[src/hw/rtl/sed_pkg.sv]
`timescale 1ns / 1ps
// ----------------------------------------------------------------------------
// sed_pkg
// Shared types for the string escape decoder: the decode request that the
// front passes to the back through the queue.
// ----------------------------------------------------------------------------
package sed_pkg;

  // One decoded input byte: an optional escape value to emit, then an
  // optional single byte, and the end-of-literal mark.
  typedef struct packed {
    logic        fin_go;
    logic        fin_uni;
    logic        bad;
    logic [20:0] fin_val;
    logic        byte_go;
    logic [7:0]  byte_val;
    logic        last;
  } job_t;

endpackage

[src/hw/rtl/sed_front.sv]
`timescale 1ns / 1ps
// ----------------------------------------------------------------------------
// sed_front
// Accepts literal body bytes, tracks the escape state and turns each byte
// into at most one decode request for the back end.
// ----------------------------------------------------------------------------
module sed_front (
  input  logic            clk,
  input  logic            rst,
  input  logic            in_valid,
  output logic            in_stall,
  input  logic [7:0]      in_byte,
  input  logic            body_end,
  input  logic            full,
  output logic            push,
  output sed_pkg::job_t   job
);

  localparam logic [2:0] MODE_IDLE  = 3'd0;
  localparam logic [2:0] MODE_SLASH = 3'd1;
  localparam logic [2:0] MODE_OCT   = 3'd2;
  localparam logic [2:0] MODE_HEX   = 3'd3;
  localparam logic [2:0] MODE_UNI   = 3'd4;

  localparam logic [7:0] CH_BSLASH = 8'h5C;
  localparam logic [7:0] CH_A      = 8'h61;
  localparam logic [7:0] CH_B      = 8'h62;
  localparam logic [7:0] CH_E      = 8'h65;
  localparam logic [7:0] CH_F      = 8'h66;
  localparam logic [7:0] CH_N      = 8'h6E;
  localparam logic [7:0] CH_R      = 8'h72;
  localparam logic [7:0] CH_T      = 8'h74;
  localparam logic [7:0] CH_V      = 8'h76;
  localparam logic [7:0] CH_X      = 8'h78;
  localparam logic [7:0] CH_LU     = 8'h75;
  localparam logic [7:0] CH_UU     = 8'h55;

  localparam logic [31:0] MAX_CODEPOINT = 32'h0010FFFF;

  logic [2:0]  mode, mode_next;
  logic [31:0] acc, acc_next;
  logic [3:0]  cnt, cnt_next;
  logic        wide, wide_next;

  logic        accept;
  logic        hex_ok, oct_ok, do_plain;
  logic [3:0]  hex_d, cnt_inc;
  logic [31:0] oct_acc, hex_acc, uni_acc;
  logic        fin_go, fin_uni, byte_go;
  logic [31:0] fin_val;
  logic [7:0]  byte_val;

  always_comb begin
    hex_ok = 1'b1;
    hex_d  = '0;
    if (in_byte >= 8'h30 && in_byte <= 8'h39) begin
      hex_d = 4'(in_byte - 8'h30);
    end else if (in_byte >= 8'h61 && in_byte <= 8'h66) begin
      hex_d = 4'(in_byte - 8'h57);
    end else if (in_byte >= 8'h41 && in_byte <= 8'h46) begin
      hex_d = 4'(in_byte - 8'h37);
    end else begin
      hex_ok = 1'b0;
    end
  end

  assign oct_ok  = (in_byte >= 8'h30) && (in_byte <= 8'h37);
  assign cnt_inc = cnt + 4'd1;
  assign oct_acc = {23'b0, acc[5:0], in_byte[2:0]};
  assign hex_acc = {24'b0, acc[3:0], hex_d};
  assign uni_acc = {acc[27:0], hex_d};

  always_comb begin
    mode_next = mode;
    acc_next  = acc;
    cnt_next  = cnt;
    wide_next = wide;
    fin_go    = 1'b0;
    fin_uni   = 1'b0;
    fin_val   = acc;
    byte_go   = 1'b0;
    byte_val  = in_byte;
    do_plain  = 1'b0;

    case (mode)
      MODE_SLASH: begin
        mode_next = MODE_IDLE;
        byte_go   = 1'b1;
        case (in_byte)
          CH_A: byte_val = 8'h07;
          CH_B: byte_val = 8'h08;
          CH_E: byte_val = 8'h1B;
          CH_F: byte_val = 8'h0C;
          CH_N: byte_val = 8'h0A;
          CH_R: byte_val = 8'h0D;
          CH_T: byte_val = 8'h09;
          CH_V: byte_val = 8'h0B;
          CH_X: begin
            byte_go   = 1'b0;
            mode_next = MODE_HEX;
            acc_next  = '0;
            cnt_next  = '0;
          end
          CH_LU, CH_UU: begin
            byte_go   = 1'b0;
            mode_next = MODE_UNI;
            acc_next  = '0;
            cnt_next  = '0;
            wide_next = (in_byte == CH_UU);
          end
          default: begin
            if (oct_ok) begin
              byte_go   = 1'b0;
              mode_next = MODE_OCT;
              acc_next  = {29'b0, in_byte[2:0]};
              cnt_next  = 4'd1;
            end
          end
        endcase
      end
      MODE_OCT: begin
        if (oct_ok) begin
          acc_next = oct_acc;
          cnt_next = cnt_inc;
          if (cnt_inc >= 4'd3) begin
            fin_go    = 1'b1;
            fin_val   = oct_acc;
            mode_next = MODE_IDLE;
            acc_next  = '0;
            cnt_next  = '0;
            wide_next = 1'b0;
          end
        end else begin
          fin_go    = 1'b1;
          mode_next = MODE_IDLE;
          acc_next  = '0;
          cnt_next  = '0;
          wide_next = 1'b0;
          do_plain  = 1'b1;
        end
      end
      MODE_HEX: begin
        if (hex_ok) begin
          acc_next = hex_acc;
        end else begin
          fin_go    = 1'b1;
          mode_next = MODE_IDLE;
          acc_next  = '0;
          cnt_next  = '0;
          wide_next = 1'b0;
          do_plain  = 1'b1;
        end
      end
      MODE_UNI: begin
        fin_uni = 1'b1;
        if (hex_ok) begin
          acc_next = uni_acc;
          cnt_next = cnt_inc;
          if (cnt_inc >= (wide ? 4'd8 : 4'd4)) begin
            fin_go    = 1'b1;
            fin_val   = uni_acc;
            mode_next = MODE_IDLE;
            acc_next  = '0;
            cnt_next  = '0;
            wide_next = 1'b0;
          end
        end else begin
          fin_go    = 1'b1;
          mode_next = MODE_IDLE;
          acc_next  = '0;
          cnt_next  = '0;
          wide_next = 1'b0;
          do_plain  = 1'b1;
        end
      end
      MODE_IDLE: begin
        do_plain = 1'b1;
      end
      default: begin
        mode_next = MODE_IDLE;
        acc_next  = '0;
        cnt_next  = '0;
        wide_next = 1'b0;
        do_plain  = 1'b1;
      end
    endcase

    if (do_plain) begin
      if (in_byte == CH_BSLASH) begin
        mode_next = MODE_SLASH;
      end else begin
        byte_go = 1'b1;
      end
    end

    if (body_end) begin
      if (mode_next == MODE_OCT || mode_next == MODE_HEX || mode_next == MODE_UNI) begin
        fin_go  = 1'b1;
        fin_val = acc_next;
        fin_uni = (mode_next == MODE_UNI);
      end
      mode_next = MODE_IDLE;
      acc_next  = '0;
      cnt_next  = '0;
      wide_next = 1'b0;
    end
  end

  assign in_stall = full;
  assign accept   = in_valid && !full;
  assign push     = accept && (fin_go || byte_go || body_end);

  assign job.fin_go   = fin_go;
  assign job.fin_uni  = fin_uni;
  assign job.bad      = fin_uni && (fin_val > MAX_CODEPOINT);
  assign job.fin_val  = fin_val[20:0];
  assign job.byte_go  = byte_go;
  assign job.byte_val = byte_val;
  assign job.last     = body_end;

  always_ff @(posedge clk) begin
    if (rst) begin
      mode <= MODE_IDLE;
      acc  <= '0;
      cnt  <= '0;
      wide <= 1'b0;
    end else if (accept) begin
      mode <= mode_next;
      acc  <= acc_next;
      cnt  <= cnt_next;
      wide <= wide_next;
    end
  end

endmodule

[src/hw/rtl/sed_queue.sv]
`timescale 1ns / 1ps
// ----------------------------------------------------------------------------
// sed_queue
// Small request FIFO between front and back; head is read combinationally.
// ----------------------------------------------------------------------------
module sed_queue #(
  parameter int DEPTH = 4
) (
  input  logic          clk,
  input  logic          rst,
  input  logic          push,
  input  sed_pkg::job_t wr_job,
  input  logic          pop,
  output sed_pkg::job_t rd_job,
  output logic          full,
  output logic          nonempty
);

  localparam int AW = (DEPTH > 1) ? $clog2(DEPTH) : 1;
  localparam int CW = $clog2(DEPTH + 1);

  sed_pkg::job_t     entries [DEPTH];
  logic [AW-1:0]     wr_ptr, rd_ptr;
  logic [CW-1:0]     count;

  assign full     = (count == CW'(DEPTH));
  assign nonempty = (count != '0);
  assign rd_job   = entries[rd_ptr];

  always_ff @(posedge clk) begin
    if (push) begin
      entries[wr_ptr] <= wr_job;
    end
  end

  always_ff @(posedge clk) begin
    if (rst) begin
      wr_ptr <= '0;
      rd_ptr <= '0;
      count  <= '0;
    end else begin
      if (push) begin
        wr_ptr <= (wr_ptr == AW'(DEPTH - 1)) ? '0 : wr_ptr + 1'b1;
      end
      if (pop) begin
        rd_ptr <= (rd_ptr == AW'(DEPTH - 1)) ? '0 : rd_ptr + 1'b1;
      end
      if (push && !pop) begin
        count <= count + 1'b1;
      end else if (pop && !push) begin
        count <= count - 1'b1;
      end
    end
  end

endmodule

[src/hw/rtl/sed_back.sv]
`timescale 1ns / 1ps
// ----------------------------------------------------------------------------
// sed_back
// Expands each decode request into output bytes (UTF-8 for code points),
// one per cycle while the output is not stalled, into a registered output stage.
// ----------------------------------------------------------------------------
module sed_back (
  input  logic          clk,
  input  logic          rst,
  input  sed_pkg::job_t job,
  input  logic          nonempty,
  output logic          pop,
  output logic          out_valid,
  input  logic          out_stall,
  output logic [7:0]    out_byte,
  output logic          run_last,
  output logic          literal_done,
  output logic          bad_codepoint,
  output logic          byte_valid
);

  logic [2:0]  idx;
  logic [2:0]  fin_n, total, sum;
  logic [7:0]  u0, u1, u2, u3, utf_sel;
  logic [20:0] v;
  logic        load, is_last;
  logic [7:0]  r_byte;
  logic        r_bv, r_bad;

  assign v = job.fin_val;

  always_comb begin
    u1 = '0;
    u2 = '0;
    u3 = '0;
    if (v < 21'h80) begin
      fin_n = 3'd1;
      u0    = v[7:0];
    end else if (v < 21'h800) begin
      fin_n = 3'd2;
      u0    = {3'b110, v[10:6]};
      u1    = {2'b10, v[5:0]};
    end else if (v < 21'h10000) begin
      fin_n = 3'd3;
      u0    = {4'b1110, v[15:12]};
      u1    = {2'b10, v[11:6]};
      u2    = {2'b10, v[5:0]};
    end else begin
      fin_n = 3'd4;
      u0    = {5'b11110, v[20:18]};
      u1    = {2'b10, v[17:12]};
      u2    = {2'b10, v[11:6]};
      u3    = {2'b10, v[5:0]};
    end
    if (!job.fin_go) begin
      fin_n = 3'd0;
    end else if (!job.fin_uni || job.bad) begin
      fin_n = 3'd1;
    end
  end

  always_comb begin
    case (idx[1:0])
      2'd0:    utf_sel = u0;
      2'd1:    utf_sel = u1;
      2'd2:    utf_sel = u2;
      default: utf_sel = u3;
    endcase
  end

  assign sum     = fin_n + {2'b0, job.byte_go};
  assign total   = (sum == 3'd0) ? 3'd1 : sum;
  assign is_last = (idx == total - 3'd1);

  always_comb begin
    r_byte = '0;
    r_bv   = 1'b0;
    r_bad  = 1'b0;
    if (idx < fin_n) begin
      if (job.bad) begin
        r_bad = 1'b1;
      end else if (job.fin_uni) begin
        r_byte = utf_sel;
        r_bv   = 1'b1;
      end else begin
        r_byte = v[7:0];
        r_bv   = 1'b1;
      end
    end else if (job.byte_go) begin
      r_byte = job.byte_val;
      r_bv   = 1'b1;
    end
  end

  assign load = !out_valid || !out_stall;
  assign pop  = load && nonempty && is_last;

  always_ff @(posedge clk) begin
    if (rst) begin
      out_valid <= 1'b0;
      idx       <= '0;
    end else if (load) begin
      out_valid <= nonempty;
      if (nonempty) begin
        idx <= is_last ? 3'd0 : idx + 3'd1;
      end
    end
  end

  always_ff @(posedge clk) begin
    if (load && nonempty) begin
      out_byte      <= r_byte;
      byte_valid    <= r_bv;
      bad_codepoint <= r_bad;
      run_last      <= is_last;
      literal_done  <= is_last && job.last;
    end
  end

endmodule

[src/hw/rtl/string_escape_decoder_top.sv]
`timescale 1ns / 1ps
// ----------------------------------------------------------------------------
// string_escape_decoder_top
// C string literal body decoder: escapes, octal/hex values, UTF-8 output.
// ----------------------------------------------------------------------------
// Throughput: one input byte per cycle while the queue is not full; the back
// end sends one result per cycle while out_stall is low; a byte yields up to
// 5 results. The request queue (QDEPTH entries) absorbs bursts between the two.
// Reset (rst, synchronous): escape state idle, queue empty, no result valid.
module string_escape_decoder_top #(
  parameter int QDEPTH = 4
) (
  input  logic       clk,
  input  logic       rst,
  input  logic       in_valid,
  output logic       in_stall,
  input  logic [7:0] in_byte,
  input  logic       body_end,
  output logic       out_valid,
  input  logic       out_stall,
  output logic [7:0] out_byte,
  output logic       run_last,
  output logic       literal_done,
  output logic       bad_codepoint,
  output logic       byte_valid
);

  sed_pkg::job_t wr_job, rd_job;
  logic          push, pop, full, nonempty;

  sed_front u_front (
    .clk      (clk),
    .rst      (rst),
    .in_valid (in_valid),
    .in_stall (in_stall),
    .in_byte  (in_byte),
    .body_end (body_end),
    .full     (full),
    .push     (push),
    .job      (wr_job)
  );

  sed_queue #(
    .DEPTH (QDEPTH)
  ) u_queue (
    .clk      (clk),
    .rst      (rst),
    .push     (push),
    .wr_job   (wr_job),
    .pop      (pop),
    .rd_job   (rd_job),
    .full     (full),
    .nonempty (nonempty)
  );

  sed_back u_back (
    .clk           (clk),
    .rst           (rst),
    .job           (rd_job),
    .nonempty      (nonempty),
    .pop           (pop),
    .out_valid     (out_valid),
    .out_stall     (out_stall),
    .out_byte      (out_byte),
    .run_last      (run_last),
    .literal_done  (literal_done),
    .bad_codepoint (bad_codepoint),
    .byte_valid    (byte_valid)
  );

endmodule
[config.mk]
export PLATFORM = sky130hd
export DESIGN_NAME = string_escape_decoder_top
export DESIGN_NICKNAME = d
export VERILOG_FILES = /design/src/hw/rtl/sed_pkg.sv /design/src/hw/rtl/sed_front.sv /design/src/hw/rtl/sed_queue.sv /design/src/hw/rtl/sed_back.sv /design/src/hw/rtl/string_escape_decoder_top.sv
export SDC_FILE = /design/constraint.sdc
export NUM_CORES = 1
export LEC_CHECK = 0
export ABC_AREA = 1
export ABC_CLOCK_PERIOD_IN_PS = 7300
export BUFFER_PORTS_ARGS = -buffer_cell sky130_fd_sc_hd__buf_4
export CAP_MARGIN = 30
export CORE_MARGIN = 8
export CORE_UTILIZATION = 25
export CTS_CLUSTER_DIAMETER = 60
export CTS_CLUSTER_SIZE = 16
export DETAILED_ROUTE_END_ITERATION = 10
export GPL_ROUTABILITY_DRIVEN = 0
export PLACE_DENSITY = 0.35
export SLEW_MARGIN = 15
export SYNTH_ARGS = -nofsm -noshare
export SYNTH_HDL_FRONTEND = slang
export SYNTH_HIERARCHICAL = 1
export SYNTH_SLANG_ARGS = --single-unit
[constraint.sdc]
create_clock -name clk -period 7.3 [get_ports clk]
set_input_delay 0 -clock clk [delete_from_list [all_inputs] [get_ports clk]]
set_output_delay 0 -clock clk [all_outputs]
set_load 0.02 [all_outputs]
==> impl_metrics.json <==
{
  "synthesis.instances": 1328,
  "clock-sinks": 201,
  "synth_area_mm2": 0.0112,
  "grt_pass1_wl_um": 54500,
  "die_height_um": 228,
  "synth_seq_area_share_pct": 48.9,
  "cts_setup_buffers": 0,
  "async_reset_ff_share_pct": 0,
  "antenna_found_initial": 0,
  "dieArea_mm2": 0.0520,
  "io_buffers": 26,
  "end_kind": "flip-flop",
  "cts_tree": "done",
  "switching_share_pct": 36.8,
  "min_period_over_period_pct": 68.1,
  "dr.pass1.iters": 5,
  "min_period_ps": 4970,
  "max_slew_margin_pct": 36.6,
  "viasPerCell": 4.69,
  "cts-root-buf": "clkbuf_16",
  "io_pins": 27,
  "finalMaxSlewViolations": 0,
  "yosysTopAreaCellShare_pct": 39.5,
  "cap_violations": 0,
  "area_growth_syn_to_layout_pct": 15.1,
  "n_fill_cell": 4785,
  "synth_edf_count": 148,
  "vdd_ir_drop_max_mv": 0.173,
  "wl_per_cell_um": 17.9,
  "track_usage_pct": 13.2,
  "layout-drive-gt1-share_pct": 13.4,
  "hold_path_class": "in2reg",
  "final_cells": 1959,
  "cts_buffers": 26,
  "fp.dieW_um": 228,
  "preCtsSetupSlack_ps": 2250,
  "post_cts_resized": 0,
  "synth_seq_cells": 201,
  "start_util_pct": 25.4,
  "synth_nets": 1365,
  "rsz0062_at_grt": "false",
  "crit_arrival_ps": 5430,
  "seqPwrFrac_pct": 35.5,
  "setup_viol": 0,
  "p_switching_w": 0.00148,
  "worstSetupPathType": "reg2reg",
  "synth_area_leaders": "edfxtp_1 (40%), nand2_1 (10%), dfxtp_1 (9.4%), o21ai_0 (5.5%), nor2_1 (5.0%)",
  "crit_required_ps": 7760,
  "timing.fmax_ghz": 0.201,
  "start_kind": "flip-flop",
  "setup_slack_ps": 2330,
  "finalSetupTns_ps": 0,
  "critPathMaxFanout": 35,
  "first_iter_violations": 619,
  "synth-main-ff-cell": "edfxtp_1",
  "synth_cell_types": 53,
  "clk_pin_slew_ps": 60,
  "first_global_vias": 9089,
  "clk_latency_ps": 560,
  "grt-ovfl-total": 0,
  "power_density_mw_per_mm2": 311,
  "tightest_slew_ps": 944,
  "power.share.clock_pct": 34.3,
  "status": "finished clean",
  "synth_area_per_cell_um2": 8.47,
  "leakagePower_nw": 4.88,
  "ff_latch_area_mm2": 0.00551,
  "skew_ps": 26.9,
  "nNetsFinal": 1384,
  "multi_input_area_mm2": 0.00487,
  "wl_um": 35100,
  "cts-htree-levels": 1,
  "p_comb_share_pct": 30.2,
  "placedCellCount": 1900,
  "hold_buffers": 11,
  "rows": 77,
  "hold_violations": 0,
  "dp_hpwl_um": 24100,
  "yosysWarnings": 6,
  "vias": 9186,
  "drc": 0,
  "diodes": 0,
  "clockBufferDepth": 3,
  "coreArea_mm2": 0.0443,
  "drtAntennaViolNets": 0,
  "grt_max_degree": 69,
  "yosys.area.top_type": "edfxtp_1",
  "p_int_w": 0.00255
}
-- synthesized netlist by cell type (all sizes together) (2+ instances only) --
| cell | n |
|---|---|
| nand3 | 65 |
| nand3b | 3 |
| a22oi | 6 |
| dfxtp | 53 |
| clkbuf | 18 |
| a31oi | 10 |
| a211oi | 3 |
| ha | 23 |
| clkinv | 2 |
| o221ai | 5 |
| xnor2 | 4 |
| o311ai | 2 |
| inv | 131 |
| edfxtp | 148 |
| nor2 | 184 |
| nand2 | 329 |
| o211ai | 8 |
| nand4 | 11 |
| o2111ai | 4 |
| xor2 | 6 |
| buf | 38 |
| o21ai | 140 |
| o22ai | 49 |
| a21oi | 69 |
| nor3 | 10 |
-- state kept, by name (all words and copies together) (netlist names), 3 cells and up, named ones only --
| signal | count |
|---|---|
| u_back/idx | 3 |
| u_back/out_byte | 8 |
| u_front/acc | 32 |
| u_front/cnt | 4 |
| u_front/mode | 3 |
| u_queue/count | 3 |
| u_queue/entries | 136 |
-- metrics by stage --
step / instance area, µm² / total power, W / utilization [%] / hold WS, ps
after floorplan: 11200 / 0.00233 / - / 69.1
after global placement: 11900 / 0.00271 / 26.8 / 299
after detailed placement: 11900 / 0.00270 / 26.8 / 308
after CTS: 12900 / 0.00412 / 29.2 / 62.5
after global routing: 12900 / 0.00430 / 29.2 / 120
final: 12900 / 0.00403 / 29.2 / 94.1
-- logic make-up (layout without fill, tap and decap cells) --
kind of cell / count (synthesis) / count (layout) / synth area share, %
flops: 201 / 201 / 48.9
compound gates: 300 / 300 / 16.2
xor+xnor: 10 / 10 / 0.779
simple gates: 604 / 604 / 23.6
fa+ha+maj: 24 / 24 / 2.74
buf+inv: 189 / 228 / 7.74
-- worst max-delay path: stages (launching register included) --
cell and delay [ps]:
dfxtp_1 300, buf_4 240, inv_2 520, o21ai_1 140
o22ai_1 630, nand2_1 170, inv_1 120, a31oi_1 90
ha_1 190, ha_1 270, inv_1 70, nand3_1 90
nand2_1 100, inv_1 50, ha_1 290, xor2_1 140
nand2_1 80, nor2_2 110, nand4_1 140, inv_1 120
inv_1 80, ha_1 190, inv_1 80, fa_1 400
o21ai_0 170, nor2_1 50
-- final cells by class --
| type | instances | share of cell area (%) |
|---|---|---|
| inverter | 133 | 3.89 |
| clock inverter | 22 | 2.26 |
| tap | 592 | 5.72 |
| multi-input combinational | 938 | 37.6 |
| timing repair buffer | 47 | 2.94 |
| sequential | 201 | 42.5 |
| clock buffer | 26 | 5.02 |
-- final timing paths --
path	from	endpoint	slack [ps]	depth (start not counted)
worst min-delay path	in_byte[0]	u_front/acc[0]	90	7
worst min register to register	u_front/acc[11]	u_front/acc[11]	470	2
worst max-delay path	flip-flop	u_queue/count[1]	2330	25
worst max register to register	flip-flop	u_queue/count[1]	2330	25
-- metal layers --
layer,up-vias,global-route usage (%),part of all wire [%]
met5,-,0,0
met4,0,3.61,2.7
met3,59,2.02,3.8
met2,167,21.7,46
met1,4399,17.7,48
li1,4561,-,-
-- power by group through the flow --
stage,Clock [W],Sequential [W],Combinational [W]
floorplan,0,0.00150,0.000833
global route,0.00147,0.00145,0.00138
CTS,0.00144,0.00144,0.00125
detailed placement,0,0.00146,0.00124
global placement,0,0.00146,0.00124
finish,0.00138,0.00143,0.00122
-- cell usage in the layout, fill, tap and decap left out, types with 4 or more instances in the layout --
master	synthesis	final
a21oi_1	68	68
a22oi_1	6	6
a31oi_1	10	10
buf_4	10	36
clkbuf_16	0	26
clkinv_8	0	4
dfxtp_1	53	52
dlygate4sd3_1	0	11
edfxtp_1	148	148
ha_1	23	23
inv_1	115	115
inv_2	15	15
inv_6	1	6
inv_8	0	5
nand2_1	314	314
nand2_2	11	11
nand2_4	4	4
nand3_1	58	58
nand3_2	4	4
nand4_1	10	10
nor2_1	151	150
nor2_2	27	28
nor2_4	6	6
nor3_1	8	8
o2111ai_1	4	4
o211ai_1	8	8
o21ai_0	124	124
o21ai_1	14	14
o221ai_1	5	5
o22ai_1	29	29
o22ai_2	20	20
xnor2_1	4	4
xor2_1	6	6
No activity file was read; power rests on OpenSTA's default activity.
